$ cat config.mk
export PLATFORM = sky130hd
export DESIGN_NAME = bba_front
export DESIGN_NICKNAME = d
export VERILOG_FILES = /design/src/rtl/bba_pkg.sv /design/src/rtl/bba_front.sv
export SDC_FILE = /design/constraint.sdc
export NUM_CORES = 1
export LEC_CHECK = 0
export ABC_CLOCK_PERIOD_IN_PS = 11900
export BUFFER_PORTS_ARGS = -buffer_cell sky130_fd_sc_hd__buf_2
export CORE_ASPECT_RATIO = 2
export CORE_MARGIN = 3
export CORE_UTILIZATION = 51
export DETAILED_ROUTE_END_ITERATION = 6
export PLACE_DENSITY = 0.9
export SLEW_MARGIN = 20
export SYNTH_ARGS = -nofsm -noshare
export SYNTH_HDL_FRONTEND = slang
export SYNTH_SLANG_ARGS = --single-unit
$ cat constraint.sdc
create_clock -name vclk -period 11.9
set_clock_uncertainty 0.1 [all_clocks]
set_input_delay 2.38 -clock vclk [all_inputs]
set_output_delay 2.38 -clock vclk [all_outputs]
set_load 0.1 [all_outputs]
$ cat src/rtl/bba_pkg.sv
// Shared types, constants and helper functions of the buddy block allocator.
// Used by every module of the block; depends on nothing.
package bba_pkg;

  localparam int MIN_BLOCK  = 128;
  localparam int MIN_SHIFT  = 7;
  localparam int MAX_ORDER  = 10;
  localparam int TOP_BLOCKS = 32;
  localparam int UNITS      = TOP_BLOCKS << MAX_ORDER;
  localparam int UNIT_W     = $clog2(UNITS);
  localparam int ORDER_W    = 4;
  localparam int SIZE_W     = 17;
  localparam int REQ_W      = 27;
  localparam int OFF_W      = 22;
  localparam int HDR_W      = 7;
  localparam int CNT_W      = 16;
  localparam int BYTES_W    = 23;
  localparam int TBYTES_W   = 24;
  localparam int CAP_W      = 18;
  localparam int BM_AW      = 10;
  localparam int MID_AW     = 4;
  localparam int MID_WORDS  = 1 << MID_AW;
  localparam int IN_W       = 56;
  localparam int OUT_W      = 104;
  localparam int SIZE_LIMIT = 100000000;
  localparam int TOP_SIZE   = MIN_BLOCK << MAX_ORDER;
  localparam int HDR_RESET  = 32;
  localparam int STAT_LAST  = MAX_ORDER + 1;

  typedef enum logic [1:0] {
    ACT_ALLOC  = 2'd0,
    ACT_FREE   = 2'd1,
    ACT_RESIZE = 2'd2,
    ACT_STATS  = 2'd3
  } action_e;

  typedef enum logic [2:0] {
    ST_OK        = 3'd0,
    ST_BAD_SIZE  = 3'd1,
    ST_TOO_LARGE = 3'd2,
    ST_NO_MEM    = 3'd3,
    ST_IGNORED   = 3'd4
  } status_e;

  typedef enum logic [3:0] {
    S_INIT, S_IDLE, S_DISP, S_LOOKCHK, S_FIND, S_SWORD, S_SBIT,
    S_UPD_RD, S_UPD_WR, S_SPLIT, S_FREE, S_MRG_RD, S_MRG_CHK,
    S_MRG_ADD, S_STAT, S_OUT
  } state_e;

  typedef struct packed {
    logic               start;
    logic               free;
    logic [ORDER_W-1:0] order;
    logic [SIZE_W-1:0]  size;
  } entry_t;

  // One classified request as it travels from front to back
  typedef struct packed {
    action_e            action;
    status_e            alloc_st;
    logic [ORDER_W-1:0] d;
    logic [REQ_W-1:0]   req;
    logic [UNIT_W-1:0]  unit;
    logic               lk_ok;
    logic               has_old;
  } cmd_t;

  // Bitmap words used by one order
  function automatic int bm_words(int k);
    int n;
    n = (UNITS >> k) >> 6;
    return (n == 0) ? 1 : n;
  endfunction

  // First bitmap word of an order
  function automatic logic [BM_AW-1:0] bm_base(logic [ORDER_W-1:0] k);
    int acc;
    acc = 0;
    for (int j = 0; j < MAX_ORDER; j++) begin
      if (j < int'(k)) acc = acc + bm_words(j);
    end
    return BM_AW'(acc);
  endfunction

  // Last bitmap word of an order
  function automatic logic [BM_AW-1:0] bm_last(logic [ORDER_W-1:0] k);
    int acc;
    acc = 0;
    for (int j = 0; j <= MAX_ORDER; j++) begin
      if (j <= int'(k)) acc = acc + bm_words(j);
    end
    return BM_AW'(acc - 1);
  endfunction

  // Payload capacity of a block of order k, floored at zero
  function automatic logic [CAP_W-1:0] blk_cap(logic [ORDER_W-1:0] k,
                                               logic [HDR_W-1:0] h);
    logic [CAP_W-1:0] bs;
    bs = CAP_W'(MIN_BLOCK) << k;
    return (bs > CAP_W'(h)) ? bs - CAP_W'(h) : '0;
  endfunction

  // Index of the lowest set bit
  function automatic logic [5:0] lowest_set(logic [63:0] v);
    logic [5:0] r;
    r = '0;
    for (int i = 63; i >= 0; i--) begin
      if (v[i]) r = 6'(i);
    end
    return r;
  endfunction

endpackage

$ cat src/rtl/bba_front.sv
// Front end: takes requests from the input stream and classifies them.
// Depends on bba_pkg; feeds bba_queue.
module bba_front import bba_pkg::*; (
  input  logic             s_axis_tvalid,
  output logic             s_axis_tready,
  // action[1:0], request_bytes[28:2], payload_offset[50:29], has_old[51], zero pad
  input  logic [IN_W-1:0]  s_axis_tdata,
  input  logic [HDR_W-1:0] header_i,
  input  logic             q_full_i,
  input  logic             init_done_i,
  output logic             push_o,
  output cmd_t             cmd_o
);

  logic [REQ_W-1:0]   req;
  logic [OFF_W-1:0]   off;
  logic [OFF_W-1:0]   rem;
  logic [REQ_W:0]     need;
  logic [MAX_ORDER:0] fit;
  logic [ORDER_W-1:0] d;
  logic               bad;

  assign req = s_axis_tdata[28:2];
  assign off = s_axis_tdata[50:29];

  // Accept while the queue has room and the clearing pass is over
  assign s_axis_tready = !q_full_i && init_done_i;
  assign push_o        = s_axis_tvalid && s_axis_tready;

  // Pick the smallest order that holds size plus header
  always_comb begin
    need = {1'b0, req} + (REQ_W+1)'(header_i);
    d    = '0;
    for (int k = 0; k <= MAX_ORDER; k++) begin
      fit[k] = ((REQ_W+1)'(MIN_BLOCK) << k) >= need;
    end
    for (int k = MAX_ORDER; k >= 0; k--) begin
      if (fit[k]) d = ORDER_W'(k);
    end
  end

  assign bad = (req == '0) || (req > REQ_W'(SIZE_LIMIT));
  assign rem = off - OFF_W'(header_i);

  // Build the request record
  always_comb begin
    cmd_o.action  = action_e'(s_axis_tdata[1:0]);
    cmd_o.req     = req;
    cmd_o.d       = d;
    cmd_o.has_old = s_axis_tdata[51];
    cmd_o.unit    = rem[OFF_W-1:MIN_SHIFT];
    cmd_o.lk_ok   = (off >= OFF_W'(header_i)) && (rem[MIN_SHIFT-1:0] == '0);
    if (bad) begin
      cmd_o.alloc_st = ST_BAD_SIZE;
    end else if ((req >= REQ_W'(TOP_SIZE)) || !(|fit)) begin
      cmd_o.alloc_st = ST_TOO_LARGE;
    end else begin
      cmd_o.alloc_st = ST_OK;
    end
  end

endmodule

# Yosys cells after proc, flatten, opt, wreduce, memory -nomap -nowiden
# Index checks and enable logic that the tools add are counted.
# classes
addsub,2
order_cmp,14
n_reduce_logical,10
mux,13
# op_table
op,count
2-to-1 mux 4 bit,11
adder 27 x 7 -> 28 bit,1
"greater-or-equal comparator 10 x 28 -> 1 bit, first input constant",1
"greater-or-equal comparator 11 x 28 -> 1 bit, first input constant",1
"greater-or-equal comparator 12 x 28 -> 1 bit, first input constant",1
"greater-or-equal comparator 13 x 28 -> 1 bit, first input constant",1
"greater-or-equal comparator 14 x 28 -> 1 bit, first input constant",1
"greater-or-equal comparator 15 x 28 -> 1 bit, first input constant",1
"greater-or-equal comparator 16 x 28 -> 1 bit, first input constant",1
"greater-or-equal comparator 17 x 28 -> 1 bit, first input constant",1
"greater-or-equal comparator 18 x 28 -> 1 bit, first input constant",1
"greater-or-equal comparator 8 x 28 -> 1 bit, first input constant",1
"greater-or-equal comparator 9 x 28 -> 1 bit, first input constant",1
"greater-or-equal comparator 27 x 18 -> 1 bit, second input constant",1
"greater-than comparator 27 bit, second input constant",1
logical NOT 27 bit,1
greater-or-equal comparator 22 x 7 -> 1 bit,1
subtractor 22 x 7 -> 22 bit,1
OR reduction 11 bit,1
logical NOT 7 bit,1
2-to-1 mux 2 bit,2
logical AND 1 bit,3
logical NOT 1 bit,2
logical OR 1 bit,2
# word_totals
output_inout_bits,55
input_bits,66
ff_bits,0
wordCells,39

# Depth between registers and ports, before layout
# logic_depth
ltp_word,13
depth_mapped,13
ltp_nobuf,12

# Worst setup path after synthesis
# No wires, ideal clock.
# synth_path
path_type,in2out
from,input port s_axis_tdata[2]
to,output port cmd_o[44] in the netlist's numbering
slack_ps,2539
required_time_ps,9420
path_stages,13
n_path_buf,1
t_arrival_ps,6881
path_cell_list,ha_1 inv_1 fa_1 nand2b_1 a211oi_2 nor2_1 xnor2_1 nor2_1 and3_1 buf_6 mux2_4 o211a_1 a311oi_1
# synth_lines
item,line_no,rtl
"start, declared",bba_front.sv:7,"input logic [IN_W-1:0] s_axis_tdata,"
"end, declared",bba_front.sv:12,output cmd_t cmd_o

==> run_results.csv <==
group,metric,value,unit
run_status,status,"completed",
worst_setup_path,cp-start-kind,"input pin",
placement,buffers_added_on_ports,110,
final_layout,area_growth_syn_to_layout,15.1,%
drt,vias_per_cell,6.00,
final_layout,most-common-layout-cells,"buf_2 (110), nor2_1 (23), nand2_1 (22)",
global_routing,initial_antenna_violation_count,0,
min_path,hold_path_class,"in2out",
cts,cts-resized-gates,0,
power_and_ir_drop,power.switching,0.122,mW
cts,buffers_inserted_by_post_cts_timing_repair,0,
sta,layout_worst_path_cycle_share,70.3,%
power_and_ir_drop,seqPwrFrac,0,%
yosys,synth.avg_cell_area,7.13,sq um
min_path,min_path_cells,0,
worst_setup_path,cpMostUsedCell,"buf_2",
placement,routabilityCongestion,0.849,
min_path,hold_path_startpoint,"s_axis_tdata[51]",
worst_setup_path,family_with_the_most_delay_on_the_worst_path,"compound AO/OA/AOI/OAI gates",
yosys,synth_area_leader_cell,"buf_4",
power_and_ir_drop,power.density,63.8,mW/mm^2
floorplan,fp.dieArea,0.00519,sq mm
sta,worst_slew_slack_as_a_fraction_of_its_limit,52.9,%
yosys,synth.cell_area,0.00220,sq mm
yosys,cells_after_synthesis,309,
sta,timing.final.crit_period,8.36,ns
power_and_ir_drop,power.internal,0.0401,mW
power_and_ir_drop,power.share.switching,75.2,%
drt,routed-via-count,2600,
sta,setup-tns-final,0,ns
worst_setup_path,timing.setup.critical_path_class,"in2out",
sta,rsz_0062_raised_after_global_routing,"no",
worst_setup_path,critPathMaxFanout,9,
floorplan,rows,33,
yosys,synth_area_leaders,"buf_4 (12%), ha_1 (8.0%), xnor2_1 (7.2%)",
worst_setup_path,cp_cell_sequence,"buf_2 > ha_1 > inv_1 > fa_1 > nand2b_1 > a211oi_2 > o21a_1 > nand4_1 > mux2i_1 > nand4_2 > nor3b_2 > o21ai_1 > a2111oi_2 > buf_2",
yosys,yosysSeqAreaShare,0,%
worst_setup_path,cp.buffers_inverters,3,
final_layout,post_route_cells_drive_above_1_share,35.2,%
worst_setup_path,crit_arrival,5.88,ns
global_routing,globalRouteTotalUtil,24.0,%
final_layout,final_common_cell,"buf_2",
worst_setup_path,critPathRequiredTime,9.42,ns
yosys,syn-num-nets,391,
final_layout,n_sequential_cell,0,
yosys,synth_top_area_share,11.9,%
global_routing,gr-total-overflow,0,
global_routing,grt_first_pass_wirelength,10.4,mm
global_routing,grt_pass1_vias,2580,
cts,postCtsHoldBufs,0,
power_and_ir_drop,power.share.combinational,100.0,%
drt,wl,6.36,mm
global_routing,pin_count_of_the_biggest_net_entering_global_routing,11,
worst_setup_path,cpPeakStageDelay,0.48,ns
power_and_ir_drop,p_clk_share,0,%
final_layout,finalNetCount,465,
floorplan,core_area,0.00413,sq mm
floorplan,die_h,98.9,um
drt,detail_route.first_pass.iterations,4,
sta,worst_slew_pin_slew,0.701,ns
placement,place_hpwl,5.51,mm
power_and_ir_drop,peakVddDrop,0.0617,mV
final_layout,antenna_cells,0,
sta,finalSetupViolCount,0,
floorplan,boundaryPins,121,
floorplan,start_util,53.3,%
power_and_ir_drop,static-leakage-power,1.22,nW
sta,max_clock_freq,120,MHz
min_path,worstHoldEndpoint,"cmd_o[0]",
floorplan,die_w,52.5,um
worst_setup_path,crit_start,"s_axis_tdata[2]",
yosys,ys.warnings.count,0,
worst_setup_path,nature_of_the_critical_path_endpoint,"output port",
placement,placed_cell_areas,0.00253,sq mm
final_layout,nClkBuffers,0,
sta,final_max_slew_viol_count,0,
drt,antenna_left,0,
placement,dp.cells,433,
worst_setup_path,timing.critical_path.slowest_stage_cell,"buf_2",
placement,place_ws,3.54,ns
sta,finalWorstSetupSlack,3.54,ns
drt,avgRoutedWirePerCell,14.7,um
drt,drc_violations_left,0,
final_layout,final_non_filler_cells,433,
drt,dr.first_iter.drc_count,56,
sta,timing_hold_violations_final,0,
final_layout,finalInstanceArea,0.00253,sq mm
flow_run,max_cap_viol_count,0,
final_layout,combined_flip_flop_and_latch_cell_area,0,sq um
yosys,ys_types,72,
==> through the flow <==
step | util, % | hold WS [ns] | total power, mW
3_5_place_dp | 61.4 | 4.66 | 0.161
2_1_floorplan | - | 4.87 | 0.137
6_report | 61.4 | 4.66 | 0.162
4_1_cts | 61.4 | 4.66 | 0.161
5_1_grt | 61.4 | 4.66 | 0.172
3_3_place_gp | 61.4 | 4.66 | 0.158
==> power groups by stage <==
stage	sequential, mW	clock, mW	combinational (mW)
3_5_place_dp	0	0	0.161
5_1_grt	0	0	0.172
6_report	0	0	0.162
2_1_floorplan	0	0	0.137
3_3_place_gp	0	0	0.158
4_1_cts	0	0	0.161
==> synthesized netlist by cell type, drive strengths merged (3+ instances only) <==
cell type	n
buf	38
nand2	23
nor2	23
inv	18
xnor2	18
o21ai	16
xor2	16
ha	14
nand3	12
nand4	11
nor2b	9
a21oi	8
nor3	8
and3	7
nor4	6
mux2i	5
nand2b	5
o211ai	5
a211oi	4
a31oi	4
and2	4
nand3b	4
a2111oi	3
a21o	3
and4	3
mux2	3
nor3b	3
o211a	3
o31ai	3
==> cells by family (layout without fill, tap and decap cells) <==
logic type / after synthesis / count (layout) / share of synthesized area (%)
fa+ha+maj: 16 / 16 / 9.77
buf+inv: 56 / 128 / 16.0
other cells: 1 / 1 / 0.170
xor+xnor: 34 / 34 / 13.5
mux: 8 / 8 / 4.15
compound gates: 69 / 69 / 24.5
simple gates: 125 / 125 / 31.9
==> metal layers <==
metal / global-route usage, % / routed length [um] / part of all wire (%) / vias up
li1: - / - / - / 1251
met1: 23.2 / 2140 / 34 / 1210
met2: 48.9 / 3660 / 58 / 121
met3: 1.51 / 383 / 6.0 / 18
met4: 8.46 / 181 / 2.8 / 0
met5: 0 / 0 / 0 / -
==> worst max path at each step <==
stage | to | cells past startpoint | slack (ns)
floorplan | cmd_o[44] | 13 | 2.54
global placement | cmd_o[45] | 14 | 3.64
detailed placement | cmd_o[45] | 14 | 3.54
CTS | cmd_o[45] | 14 | 3.54
global route | cmd_o[45] | 14 | 3.28
finish | cmd_o[45] | 14 | 3.54
==> cell type report <==
cell class	instances	area [sq um]
timing repair buffer	110	551
fill	392	1600
inverter	18	67.6
tap	52	65.1
multi-input combinational	253	1850
No activity file was read; power rests on OpenSTA's default activity.
