--- config.mk ---
export PLATFORM = sky130hd
export DESIGN_NAME = bba_queue
export DESIGN_NICKNAME = d
export VERILOG_FILES = /design/src/rtl/bba_pkg.sv /design/src/rtl/bba_queue.sv
export SDC_FILE = /design/constraint.sdc
export NUM_CORES = 1
export LEC_CHECK = 0
export BUFFER_PORTS_ARGS = -buffer_cell sky130_fd_sc_hd__buf_2
export CORE_MARGIN = 2
export CORE_UTILIZATION = 52
export DETAILED_ROUTE_END_ITERATION = 12
export PLACE_DENSITY_LB_ADDON = 0.08
export RECOVER_POWER = 25
export REMOVE_ABC_BUFFERS = 1
export SLEW_MARGIN = 40
export SYNTH_ARGS = -nofsm -noshare
export SYNTH_HDL_FRONTEND = slang
export SYNTH_SLANG_ARGS = --single-unit
--- constraint.sdc ---
create_clock -name clk_i -period 4.1 [get_ports clk_i]
set_input_delay 0.205 -clock clk_i [delete_from_list [all_inputs] [get_ports clk_i]]
set_output_delay 0.205 -clock clk_i [all_outputs]
set_load 0.005 [all_outputs]
--- src/rtl/bba_pkg.sv ---
// Shared types, constants and helper functions of the buddy block allocator.
// Used by every module of the block; depends on nothing.
package bba_pkg;

  localparam int MIN_BLOCK  = 128;
  localparam int MIN_SHIFT  = 7;
  localparam int MAX_ORDER  = 10;
  localparam int TOP_BLOCKS = 32;
  localparam int UNITS      = TOP_BLOCKS << MAX_ORDER;
  localparam int UNIT_W     = $clog2(UNITS);
  localparam int ORDER_W    = 4;
  localparam int SIZE_W     = 17;
  localparam int REQ_W      = 27;
  localparam int OFF_W      = 22;
  localparam int HDR_W      = 7;
  localparam int CNT_W      = 16;
  localparam int BYTES_W    = 23;
  localparam int TBYTES_W   = 24;
  localparam int CAP_W      = 18;
  localparam int BM_AW      = 10;
  localparam int MID_AW     = 4;
  localparam int MID_WORDS  = 1 << MID_AW;
  localparam int IN_W       = 56;
  localparam int OUT_W      = 104;
  localparam int SIZE_LIMIT = 100000000;
  localparam int TOP_SIZE   = MIN_BLOCK << MAX_ORDER;
  localparam int HDR_RESET  = 32;
  localparam int STAT_LAST  = MAX_ORDER + 1;

  typedef enum logic [1:0] {
    ACT_ALLOC  = 2'd0,
    ACT_FREE   = 2'd1,
    ACT_RESIZE = 2'd2,
    ACT_STATS  = 2'd3
  } action_e;

  typedef enum logic [2:0] {
    ST_OK        = 3'd0,
    ST_BAD_SIZE  = 3'd1,
    ST_TOO_LARGE = 3'd2,
    ST_NO_MEM    = 3'd3,
    ST_IGNORED   = 3'd4
  } status_e;

  typedef enum logic [3:0] {
    S_INIT, S_IDLE, S_DISP, S_LOOKCHK, S_FIND, S_SWORD, S_SBIT,
    S_UPD_RD, S_UPD_WR, S_SPLIT, S_FREE, S_MRG_RD, S_MRG_CHK,
    S_MRG_ADD, S_STAT, S_OUT
  } state_e;

  typedef struct packed {
    logic               start;
    logic               free;
    logic [ORDER_W-1:0] order;
    logic [SIZE_W-1:0]  size;
  } entry_t;

  // One classified request as it travels from front to back
  typedef struct packed {
    action_e            action;
    status_e            alloc_st;
    logic [ORDER_W-1:0] d;
    logic [REQ_W-1:0]   req;
    logic [UNIT_W-1:0]  unit;
    logic               lk_ok;
    logic               has_old;
  } cmd_t;

  // Bitmap words used by one order
  function automatic int bm_words(int k);
    int n;
    n = (UNITS >> k) >> 6;
    return (n == 0) ? 1 : n;
  endfunction

  // First bitmap word of an order
  function automatic logic [BM_AW-1:0] bm_base(logic [ORDER_W-1:0] k);
    int acc;
    acc = 0;
    for (int j = 0; j < MAX_ORDER; j++) begin
      if (j < int'(k)) acc = acc + bm_words(j);
    end
    return BM_AW'(acc);
  endfunction

  // Last bitmap word of an order
  function automatic logic [BM_AW-1:0] bm_last(logic [ORDER_W-1:0] k);
    int acc;
    acc = 0;
    for (int j = 0; j <= MAX_ORDER; j++) begin
      if (j <= int'(k)) acc = acc + bm_words(j);
    end
    return BM_AW'(acc - 1);
  endfunction

  // Payload capacity of a block of order k, floored at zero
  function automatic logic [CAP_W-1:0] blk_cap(logic [ORDER_W-1:0] k,
                                               logic [HDR_W-1:0] h);
    logic [CAP_W-1:0] bs;
    bs = CAP_W'(MIN_BLOCK) << k;
    return (bs > CAP_W'(h)) ? bs - CAP_W'(h) : '0;
  endfunction

  // Index of the lowest set bit
  function automatic logic [5:0] lowest_set(logic [63:0] v);
    logic [5:0] r;
    r = '0;
    for (int i = 63; i >= 0; i--) begin
      if (v[i]) r = 6'(i);
    end
    return r;
  endfunction

endpackage

--- src/rtl/bba_queue.sv ---
// Two-entry queue of classified requests between front and back.
// Depends on bba_pkg for the request record.
module bba_queue import bba_pkg::*; (
  input  logic clk_i,
  input  logic rst_ni,
  input  logic push_i,
  input  cmd_t cmd_i,
  input  logic pop_i,
  output logic full_o,
  output logic empty_o,
  output cmd_t cmd_o
);

  cmd_t       slot_q [2];
  logic       wptr_q, rptr_q;
  logic [1:0] cnt_q;

  assign full_o  = cnt_q == 2'd2;
  assign empty_o = cnt_q == 2'd0;
  assign cmd_o   = slot_q[rptr_q];

  // Store the payload
  always_ff @(posedge clk_i) begin
    if (push_i) slot_q[wptr_q] <= cmd_i;
  end

  // Advance pointers and fill count
  always_ff @(posedge clk_i or negedge rst_ni) begin
    if (!rst_ni) begin
      wptr_q <= 1'b0;
      rptr_q <= 1'b0;
      cnt_q  <= 2'd0;
    end else begin
      if (push_i) wptr_q <= !wptr_q;
      if (pop_i)  rptr_q <= !rptr_q;
      if (push_i && !pop_i)      cnt_q <= cnt_q + 2'd1;
      else if (pop_i && !push_i) cnt_q <= cnt_q - 2'd1;
    end
  end

endmodule

After elaboration in Yosys (flattened, before gate mapping)
Memory sizes are Yosys's and may differ from the RTL's. Cells that the tools add are included.

Flip-flop bits (word level): 4. Output and inout port bits: 55. RAM bits: 106. Word-level logic and storage cells: 19. Memories: 1.

Add/sub/neg operators: 2. Equal/unequal tests: 1. Reductions and logical operators: 8. Muxes and demuxes: 4.

Memories: slot_q (words 2, bits a word 53, rd ports 1, clocked after Yosys merged registers in 0, write ports 1, RTL line bba_queue.sv:14) `cmd_t slot_q [2];`.

Operators by type and width (number): $logic_not 1->1 (4); $mux 2 (2); $add 2x1->2 const B (1); $eq 2x2->1 const B (1); $logic_and 1x1->1 (2); $logic_not 2->1 (1); $mux 1 (2); $reduce_bool 2->1 (1); $sub 2x1->2 const B (1).

Logic depth before layout (Yosys ltp)
Gate-level depths: netlist of run 1.

Depth after elaboration: 4. Depth in mapped cells: 5. Mapped depth without buffers: 5.

Least setup slack after synthesis of run 1
OpenSTA, ideal clock, no wires.

Kind: register -> register. From: register wptr_q. To: memory slot_q[0][0] in the netlist's numbering, enable pin. Stages on the path, launching flop included: 2. Clock period less this slack: 3.234 ns. Arrival time: 2.764 ns. Setup time: 0.470 ns. Path slack: 0.866 ns. Cells stage by stage: dfrtp_1 -> nor2b_1.

RTL lines: start: declaration (RTL line bba_queue.sv:15) `logic wptr_q, rptr_q;`; start signal: assignment (RTL line bba_queue.sv:34) `if (push_i) wptr_q <= !wptr_q;`; end: declaration (RTL line bba_queue.sv:14).

No word-level cell before the write port.

==> results.md, run 1 <==
* Status: complete, no violations
* Dpl hpwl at 4.326 mm
* Synth top area cells: edfxtp_1 75%, mux2_4 17%, buf_12 2.3%
* Wirelength per Cell at 15.63 µm
* I/O Buffers at 111
* Minimum clock period at 2147 ps
* Synthesized flop and latch total at 110
* Root buffer cell: clkbuf_8
* Die Y at 94.53 µm
* Slew HR at 0.6475
* Core area at 8093 µm²
* Clk_skew at 7.215 ps
* # clock sinks at 110
* Flop pwr share at 0.516
* Die footprint at 8936 µm²
* Setup TNS at 0 ps
* Post-synth top area cell: edfxtp_1
* Num rows at 33
* Crit Path Category: reg2out
* Avg Vias per Cell at 4.803
* CTS clock-pin slew for the worst setup and hold paths at 100 ps
* Synth cell count leaders: 106 x edfxtp_1, 49 x mux2_4, 5 x buf_12
* Dpl ws at 2312 ps
* Syn avg cell area at 23.54 µm²
* # DRC at 0
* Reg2Reg Setup Slack at 2470 ps
* Clock power frac at 0.179
* Pin count of the biggest net entering global routing at 36
* Vias in the first global route at 2,038
* Sw frac at 0.2726
* Starting Density at 0.5266
* Final hold vios at 0
* R2R Path End: slot_q[1][6]$_DFFE_PP_
* Layout cell share with drive strength beyond 1 at 0.5668
* Nets@finish at 360
* Latest clock arrival within the worst-skew pair at 350 ps
* CTS Buffer Depth at 2
* H-tree depth at 3
* Ports at 112
* DR vias at 1,979
* Int Pwr at 2.295 mW
* CTS tree: yes
* Worst-margin pin slew at 527.6 ps
* GRT Overall Usage at 0.1517
* Worst-path fanout max at 28
* Mux share of post-synthesis cell area at 0.1832
* Logic pwr share at 0.305
* Switching power at 860.3 µW
* Post-route antenna net violation count at 0
* Worst path cell trace: buf_12, mux2_2, buf_2
* Yosys Warn Count at 0
* Mapped cell area at 4262 µm²
* Post-synthesis sequential area ratio at 0.7704
* CP startpoint kind: flop
* Total wire length at 6.440 mm
* Hold path startpoint: cmd_i[40]
* Post_cts resized at 0
* First-pass GRT wire length at 9.867 mm
* Setup-failing EPs final at 0
* Max-Cap Viols at 0
* CP Capture Type: primary output
* Crit path DAT at 1940 ps
* Top-count cell post-synth: edfxtp_1
* Post-synth EDFFs at 106
* Fin crit share at 0.5237
* Global route overflow at 0
* Worst reg2reg path depth at 2
* RSZ-0062 raised after global routing: no
* Synth Area in Compound Gates at 0
* Crit path required time at 3890 ps
* Critical-path top delay cell: dfrtp_4
* Origin of the critical flop-to-flop path: wptr_q$_DFFE_PN0P_
* Fmax at 465.7 MHz
* LEAKAGE at 2.030 nW
* Top cell type's share of synthesized area at 0.7469
* Synth Instances at 181
* Top delay family on crit path: flip-flops
* Post-synthesis xor/xnor area fraction at 0.01028
* Hold WC Path Type: in2reg
* P per Cell Area at 622.4 nW/µm²
* Initial antenna violation count at 0
* Final Slew Violations at 0
* Post-layout worst setup margin at 1953 ps
* Largest family of logic cells by synthesized area: multiplexers
* WHS Endpoint: slot_q[1][40]$_DFFE_PP_
* Diode count at 0
* CTS buffer count at 9
* Top_reg_cell synth: edfxtp_1
* Synth cell types at 13
* DIE WIDTH at 94.53 µm
* Hold Path Stages at 1
* Area growth from synthesis to layout at 18.97%
* WP buf/inv at 2
* TritonRoute pass-1 iters at 4
* Post-synthesis adder-cell area fraction at 0.002936
* Post-synth ARST share at 0.03636
* DRT iter0 DRCs at 55
* Synth Area in Simple Gates at 0.006166
* Maximum VDD drop at 0.0005775 V
* CP max stage delay at 770 ps
* GPL Wtd Cong at 0.6747
[per-layer routing]
layer  track usage  share of wire
met5             0              0
met4       0.05797          0.014
met3       0.04948          0.062
met2        0.2589           0.52
met1        0.1798           0.40
[metrics by stage]
stage	hold WS, ps	util	area, µm²	power, mW	cells
global placement	16.79	0.6011	4865	2.613	393
global route	2.265	0.6265	5070	3.342	412
detailed placement	17.78	0.6056	4901	2.643	395
finish	31.55	0.6265	5070	3.156	412
floorplan	-90.59	-	4150	2.298	175
CTS	9.112	0.6283	5085	3.210	412
[kinds of logic (layout without fill, tap and decap cells)]
group | count (synthesis) | after routing
flip-flops | 110 | 110
multiplexers | 53 | 53
buffers and inverters | 7 | 133
XOR/XNOR | 5 | 5
AND/OR/NAND/NOR | 5 | 5
adder cells (fa/ha/maj) | 1 | 1
[power by group through the flow]
| stage | logic, mW | clock network (mW) | registers [mW] |
|---|---|---|---|
| after floorplan | 0.615 | 0 | 1.68 |
| after global placement | 0.890 | 0 | 1.72 |
| after detailed placement | 0.986 | 0 | 1.66 |
| after CTS | 0.989 | 0.589 | 1.63 |
| after global routing | 1.05 | 0.633 | 1.66 |
| final | 0.963 | 0.566 | 1.63 |
[cell type report]
type,instances,area (µm²)
clock buffers,9,123.9
repair buffers,116,600.6
fillers,631,3023
clock inverters,7,50.05
multi-input cells,64,873.3
well taps,105,131.4
flip-flops and latches,110,3287
inverters,1,3.754
[registers in the layout, summed over array words and instances (netlist names)]
signal,cells
wptr_q,1
slot_q,106
rptr_q,1
cnt_q,2
[worst max path at each step]
| stage | from | end | slack [ps] | cells past startpoint |
|---|---|---|---|---|
| floorplan | wptr_q$_DFFE_PN0P_ | slot_q[0][0]$_DFFE_PP_ | 870 | 1 |
| CTS | rptr_q$_DFFE_PN0P_ | cmd_o[50] | 1910 | 3 |
| global placement | wptr_q$_DFFE_PN0P_ | slot_q[0][32]$_DFFE_PP_ | 2100 | 2 |
| global route | rptr_q$_DFFE_PN0P_ | cmd_o[50] | 1840 | 3 |
| finish | rptr_q$_DFFE_PN0P_ | cmd_o[49] | 1950 | 3 |
| detailed placement | rptr_q$_DFFE_PN0P_ | cmd_o[50] | 2310 | 3 |
[cells in the final DEF, fill, tap and decap left out, drive strengths merged]
master and instances:
buf 103, dfrtp 4, ha 1, inv 2, nor2b 2, clkbuf 21
xnor2 1, nor2 2, and2 1, mux2 53, clkinvlp 2, edfxtp 106
xor2 4, dlygate4sd3 1, clkinv 4
[repair_timing]
item	in CTS	in global routing
setup buffers	0	0
endpoints found under the setup margin	0	0
hold buffers	1	0
hold endpoints to repair	4	0
No activity file was read; power rests on OpenSTA's default activity.
==> inputs of run 2 (changes only) <==
- ABC_AREA: default -> 1
- CORE_UTILIZATION: 52 -> 47
- clock period: 4.1 -> 1.9 ns (I/O delays scaled with it)
==> results.md, run 2 <==
* Synth Area in Simple Gates at 0.009643 (was 0.006166)
* Crit path required time at 1800 ps (was 3890 ps)
* Reg2Reg Setup Slack at 520 ps (was 2470 ps)
* P per Cell Area at 1278 nW/µm² (was 622.4 nW/µm²)
* Post-synth ARST share at 0.03636 (unchanged)
* Dpl ws at 501.5 ps (was 2312 ps)
* Die Y at 99.45 µm (was 94.53 µm)
* Setup Fix Bufs, Post-CTS at 0 (unchanged)
* Commonest non-fill, non-tap cell in the layout: edfxtp_1 (unchanged)
* Ports at 112 (unchanged)
* Vias in the first global route at 2,379 (was 2,038)
* Pin count of the biggest net entering global routing at 45 (was 36)
* Root buffer cell: clkbuf_8 (unchanged)
* CTS tree: yes (unchanged)
* CTS buffer count at 9 (unchanged)
* Final Slew Violations at 0 (unchanged)
* CTS Buffer Depth at 2 (unchanged)
* Fmax at 604.1 MHz
* DRT iter0 DRCs at 72 (was 55)
* Worst-margin pin slew at 424.7 ps (was 527.6 ps)
* GRT Overall Usage at 0.1493 (was 0.1517)
* Clk_skew at 9.844 ps (was 7.215 ps)
* Final hold vios at 0 (unchanged)
* Finished Layout Cells at 481 (was 412)
* # clock sinks at 110 (unchanged)
* Nets@finish at 426 (was 360)
* Starting Density at 0.4886 (was 0.5266)
* Cell area after layout at 5732 µm² (was 5070 µm²)
* Hold WC Path Type: in2async (was in2reg)
* DIE WIDTH at 99.45 µm (was 94.53 µm)
* Post-DP Area at 4980 µm² (was 4901 µm²)
* WP buf/inv at 2 (unchanged)
* Post-synthesis xor/xnor area fraction at 0.006137 (was 0.01028)
* Yosys Warn Count at 0 (unchanged)
* Latest clock arrival within the worst-skew pair at 360 ps (was 350 ps)
* Post-route antenna net violation count at 0 (unchanged)
* Mux share of post-synthesis cell area at 0.1823 (was 0.1832)
* TritonRoute pass-1 iters at 4 (unchanged)
* Maximum VDD drop at 0.0008183 V (was 0.0005775 V)
* Met3 Resource Use GR at 0.03443 (was 0.04948)
* Critical-path top delay cell: dfrtp_4 (unchanged)
* LEAKAGE at 2.305 nW (was 2.030 nW)
* Dpl hpwl at 4.537 mm (was 4.326 mm)
* Slew HR at 0.7162 (was 0.6475)
* Setup TNS at 0 ps (unchanged)
* Synthesized flop and latch total at 110 (unchanged)
* Final hold slack at 96.91 ps (was 31.55 ps)
* Placed insts at 409 (was 395)
* Total power at 7.325 mW (was 3.156 mW)
* Largest registers: slot_q: 106 flops, cnt_q: 2 flops (unchanged)
* Global route overflow at 0 (unchanged)
* Filler cells at 642 (was 631)
* Post-synthesis adder-cell area fraction at 0.002922 (was 0.002936)
* Top delay family on crit path: flip-flops (unchanged)
* RSZ-0062 raised after global routing: no (unchanged)
* CP startpoint kind: flop (unchanged)
* # DRC at 0 (unchanged)
* Die footprint at 9889 µm² (was 8936 µm²)
* Num rows at 34 (was 33)
* Worst-path fanout max at 29 (was 28)
* DR vias at 2,258 (was 1,979)
* Mapped cell area at 4282 µm² (was 4262 µm²)
* Layout cell share with drive strength beyond 1 at 0.4504 (was 0.5668)
* Largest family of logic cells by synthesized area: multiplexers (unchanged)
* Avg Vias per Cell at 4.694 (was 4.803)
* Synth cell types at 14 (was 13)
* Busiest grt layer: met2 (unchanged)
* Worst path cell trace: buf_12, mux2_2, buf_2 (unchanged)
* Met2 Use GR at 0.2630 (was 0.2589)
* Top-count cell post-synth: edfxtp_1 (unchanged)
* Met1 global-route usage at 0.1788 (was 0.1798)
* Crit path DAT at 1560 ps (was 1940 ps)
* Area growth from synthesis to layout at 33.87% (was 18.97%)
* Max reg flops at 106 (unchanged)
* Minimum clock period at 1655 ps
* Synth cell count leaders: 106 x edfxtp_1, 49 x mux2_4, 7 x inv_1 (was 106 x edfxtp_1, 49 x mux2_4, 5 x buf_12)
* Synth top area cells: edfxtp_1 74%, mux2_4 17%, buf_12 2.3% (was edfxtp_1 75%, mux2_4 17%, buf_12 2.3%)
* Top cell type's share of synthesized area at 0.7434 (was 0.7469)
* I/O Buffers at 111 (unchanged)
* Diode count at 0 (unchanged)
* Crit Path Category: reg2out (unchanged)
* Core area at 8763 µm² (was 8093 µm²)
* Max-Cap Viols at 0 (unchanged)
* Finished Core Util at 0.6541 (was 0.6265)
* Most frequent cells in the layout: 106 x edfxtp_1, 92 x buf_2, 56 x dlygate4sd3_1, 49 x mux2_4, 20 x clkbuf_1 (was 106 x edfxtp_1, 99 x buf_2, 49 x mux2_4, 12 x clkbuf_1, 9 x clkbuf_8)
* CTS clock-pin slew for the worst setup and hold paths at 90 ps (was 100 ps)
* Status: complete, no violations (unchanged)
* Post-layout worst setup margin at 244.6 ps (was 1953 ps)
* CP max stage delay at 460 ps (was 770 ps)
* Total wire length at 7.295 mm (was 6.440 mm)
* First-pass GRT wire length at 11.33 mm (was 9.867 mm)
* Syn avg cell area at 22.53 µm² (was 23.54 µm²)
* Largest Register: slot_q (unchanged)
* Setup-failing EPs final at 0 (unchanged)
* H-tree depth at 3 (unchanged)
* Post-synth EDFFs at 106 (unchanged)
* Post-synthesis sequential area ratio at 0.7668 (was 0.7704)
* Post_cts resized at 0 (unchanged)
* CP Capture Type: primary output (unchanged)
* Synth Area in Compound Gates at 0 (unchanged)
* Wirelength per Cell at 15.17 µm (was 15.63 µm)
* Fin crit share at 0.8713
* Synth Instances at 190 (was 181)
* GPL Wtd Cong at 0.7084 (was 0.6747)
* Post-synth top area cell: edfxtp_1 (unchanged)
* Top_reg_cell synth: edfxtp_1 (unchanged)
* Initial antenna violation count at 0 (unchanged)
[run 2: changes by cell type in the layout (fill, tap and decap cells not counted), moves of 2 or more]
cell / previous run / this run
dlygate4sd3_1: 1 / 56
clkbuf_1: 12 / 20
buf_2: 99 / 92
inv_1: 1 / 6
nand2_1: 0 / 5
buf_12: 1 / 5
bufinv_16: 0 / 2
xor2_1: 4 / 2
[run 2: cell families (layout without fill, tap and decap cells)]
family,Yosys count,count (layout)
xor gates and xnor gates,3,3
adders and majority gates,1,1
buffers and inverters,13,196
DFF,110,110
muxes,53,53
and+or+nand+nor,10,10
[run 2: worst reg2reg max path: cells and delay by family (launching register included)]
family,cells,cell delay (ps)
buffers and inverters,1,270
AND/OR/NAND/NOR,1,380
flip-flops,1,440
[run 2: cell type report]
type                            count  area (µm²)  share of cell area
Clock buffer                       11       131.4             0.02292
Tap cell                          108       135.1             0.02358
Sequential cell                   110        3287              0.5735
Timing Repair Buffer              173        1200              0.2093
Inverter                            7       26.28            0.004584
Clock inverter                      5       83.83             0.01463
Multi-Input combinational cell     67       868.3              0.1515
[run 2: final timing paths]
path                                      start                      end  cells after the start
setup / recovery             rptr_q$_DFFE_PN0P_                cmd_o[45]                      3
hold reg to reg            cnt_q[1]$_DFFE_PN0P_     cnt_q[1]$_DFFE_PN0P_                      2
setup reg to reg             wptr_q$_DFFE_PN0P_  slot_q[0][23]$_DFFE_PP_                      2
min in group clk_i                    cmd_i[17]  slot_q[1][17]$_DFFE_PP_                      2
max in group asynchronous                rst_ni       rptr_q$_DFFE_PN0P_                      2
hold / removal                           rst_ni       wptr_q$_DFFE_PN0P_                      2
[run 2: report_power, final]
group / leakage [nW] / internal [mW] / total (mW) / switching, mW
logic: 1.16 / 1.40 / 2.46 / 1.06
clock network: 0.0998 / 0.747 / 1.50 / 0.754
registers: 1.04 / 3.22 / 3.37 / 0.147
[run 2: per-layer routing]
metal  wire [µm]  part of all wire
met1        3057              0.42
met2        3741              0.51
met3         409             0.056
met4          87             0.012
met5           0                 0
[run 2: what timing repair did]
| item | 4_1_cts | 5_1_grt |
|---|---|---|
| hold endpoints to repair | 112 | 0 |
| endpoints found under the setup margin | 0 | 0 |
| hold buffers | 56 | 0 |
==> inputs of run 3 (changes only) <==
- CORE_MARGIN: 2 -> default
- HOLD_SLACK_MARGIN: default -> 0.08
==> results.md, run 3 (same netlist as run 2, synthesis figures left out) <==
* Status: complete, no violations (unchanged)
* Worst-margin pin slew at 417.6 ps (was 424.7 ps)
* Clk_skew at 7.640 ps (was 9.844 ps)
* Area growth from synthesis to layout at 33.75% (was 33.87%)
* Wirelength per Cell at 15.04 µm (was 15.17 µm)
* Finished Core Util at 0.6535 (was 0.6541)
* H-tree depth at 3 (unchanged)
* Finished Layout Cells at 485 (was 481)
* I/O Buffers at 111 (unchanged)
* Latest clock arrival within the worst-skew pair at 360 ps (about the same)
* Avg Vias per Cell at 4.687 (was 4.694)
* DIE WIDTH at 97.45 µm (was 99.45 µm)
* Post-route antenna net violation count at 0 (unchanged)
* Post-DP Area at 4962 µm² (was 4980 µm²)
* Total power at 7.222 mW (was 7.325 mW)
* Vias in the first global route at 2,300 (was 2,379)
* Int Pwr at 5.246 mW (was 5.369 mW)
* Root buffer cell: clkbuf_8 (unchanged)
* Ports at 112 (unchanged)
* Largest Register: slot_q (unchanged)
* Most frequent cells in the layout: 106 x edfxtp_1, 90 x buf_2, 57 x dlygate4sd3_1, 49 x mux2_4, 20 x clkbuf_1 (was 106 x edfxtp_1, 92 x buf_2, 56 x dlygate4sd3_1, 49 x mux2_4, 20 x clkbuf_1)
* CP startpoint kind: flop (unchanged)
* Maximum VDD drop at 0.0006265 V (was 0.0008183 V)
* Final hold vios at 0 (unchanged)
* Setup TNS at 0 ps (unchanged)
* Setup-failing EPs final at 0 (unchanged)
* GRT Overall Usage at 0.1569 (was 0.1493)
* DRT iter0 DRCs at 67 (was 72)
* Core area at 8763 µm² (unchanged)
* CTS tree: yes (unchanged)
* Dpl hpwl at 4.702 mm (was 4.537 mm)
* Pin count of the biggest net entering global routing at 33 (was 45)
* Initial antenna violation count at 0 (unchanged)
* CTS Buffer Depth at 2 (unchanged)
* Diode count at 0 (unchanged)
* Max-Cap Viols at 0 (unchanged)
* Fmax at 592.4 MHz (was 604.1 MHz)
* Clock power frac at 0.195 (was 0.205)
* Logic pwr share at 0.334 (was 0.335)
* Starting Density at 0.4886 (unchanged)
* DR vias at 2,273 (was 2,258)
* CP Capture Type: primary output (unchanged)
* Crit Path Category: reg2out (unchanged)
* Crit path required time at 1800 ps (about the same)
* Minimum clock period at 1688 ps (was 1655 ps)
* Flop pwr share at 0.470 (was 0.460)
* Filler cells at 643 (was 642)
* LEAKAGE at 2.316 nW (was 2.305 nW)
* TritonRoute pass-1 iters at 5 (was 4)
* Placed insts at 410 (was 409)
* CTS clock-pin slew for the worst setup and hold paths at 100 ps (was 90 ps)
* Cell area after layout at 5727 µm² (was 5732 µm²)
* Commonest non-fill, non-tap cell in the layout: edfxtp_1 (unchanged)
* Global route overflow at 0 (unchanged)
* Hold WC Path Type: in2reg (was in2async)
* Nets@finish at 430 (was 426)
* # clock sinks at 110 (unchanged)
* P per Cell Area at 1261 nW/µm² (was 1278 nW/µm²)
* Post_cts resized at 0 (unchanged)
* Num rows at 34 (unchanged)
* Largest registers: slot_q: 106 flops, cnt_q: 2 flops (unchanged)
* Switching power at 1.977 mW (was 1.956 mW)
* Total wire length at 7.294 mm (was 7.295 mm)
* GPL Wtd Cong at 0.6723 (was 0.7084)
* Layout cell share with drive strength beyond 1 at 0.4562 (was 0.4504)
* Final Slew Violations at 0 (unchanged)
* Worst-path fanout max at 12 (was 29)
* Die Y at 97.45 µm (was 99.45 µm)
* Fin crit share at 0.8885 (was 0.8713)
* # DRC at 0 (unchanged)
* Max reg flops at 106 (unchanged)
* Slew HR at 0.7209 (was 0.7162)
* CTS buffer count at 9 (unchanged)
* Sw frac at 0.2737 (was 0.2670)
* Crit path DAT at 1590 ps (was 1560 ps)
* RSZ-0062 raised after global routing: no (unchanged)
* Die footprint at 9496 µm² (was 9889 µm²)
* First-pass GRT wire length at 11.18 mm (was 11.33 mm)
[run 3: cell types whose count changed in the layout (fill, tap and decap cells not counted), sizes merged]
cell,delta
bufinv,-1
clkbuf,+1
clkinv,+1
clkinvlp,-1
dlygate4sd3,+1
inv,+3
[run 3: power groups by stage]
stage	clock network, mW	logic [mW]	registers [mW]
2_1_floorplan	0	1.34	3.63
3_3_place_gp	0	2.27	3.50
3_5_place_dp	0	2.28	3.52
4_1_cts	1.46	2.47	3.40
5_1_grt	1.55	2.59	3.44
6_report	1.41	2.41	3.40
[run 3: layer usage]
layer,vias to the layer above,GRT usage,wire (µm)
met5,-,0,0
met4,0,0.06787,78
met3,5,0.04173,379
met2,71,0.2652,3806
met1,1100,0.1896,3029
li1,1097,-,-
[run 3: timing repair]
action / in CTS / in global routing
hold buffers: 57 / 0
endpoints found under the setup margin: 1 / 0
endpoints found under the hold margin: 112 / 0
buffers inserted: 2 / 0
[run 3: final timing paths]
kind / start / end / slack (ps) / depth (start not counted)
setup / recovery: rptr_q$_DFFE_PN0P_ / cmd_o[3] / 210 / 3
setup reg to reg: wptr_q$_DFFE_PN0P_ / slot_q[0][12]$_DFFE_PP_ / 500 / 2
hold / removal: cmd_i[13] / slot_q[1][13]$_DFFE_PP_ / 450 / 2
min in group asynchronous: rst_ni / cnt_q[0]$_DFFE_PN0P_ / 640 / 3
max in group asynchronous: rst_ni / rptr_q$_DFFE_PN0P_ / 1050 / 3
hold reg to reg: cnt_q[1]$_DFFE_PN0P_ / cnt_q[1]$_DFFE_PN0P_ / 530 / 2
[run 3: metrics by stage]
| stage | hold WS [ps] | setup slack [ps] |
|---|---|---|
| 6_report | 449.9 | 211.9 |
| 5_1_grt | 427.2 | 151.6 |
| 4_1_cts | 423.9 | 177.9 |
| 3_5_place_dp | -85.45 | 411.9 |
| 3_3_place_gp | -88.27 | 414.8 |
| 2_1_floorplan | -200.6 | -1198 |
[run 3: layout make-up]
| type | instances | area (µm²) | area share |
|---|---|---|---|
| tap | 108 | 135.1 | 0.02360 |
| sequential | 110 | 3287 | 0.5740 |
| clock buffer | 9 | 123.9 | 0.02163 |
| clock inverter | 7 | 80.08 | 0.01398 |
| inverter | 7 | 26.28 | 0.004588 |
| timing repair buffer | 177 | 1206 | 0.2106 |
| multi-input combinational | 67 | 868.3 | 0.1516 |
[run 3: critical path, stage by stage, from the launching register on]
cell     delay [ps]
dfrtp_4         500
buf_4           270
mux2_4          330
buf_2           130
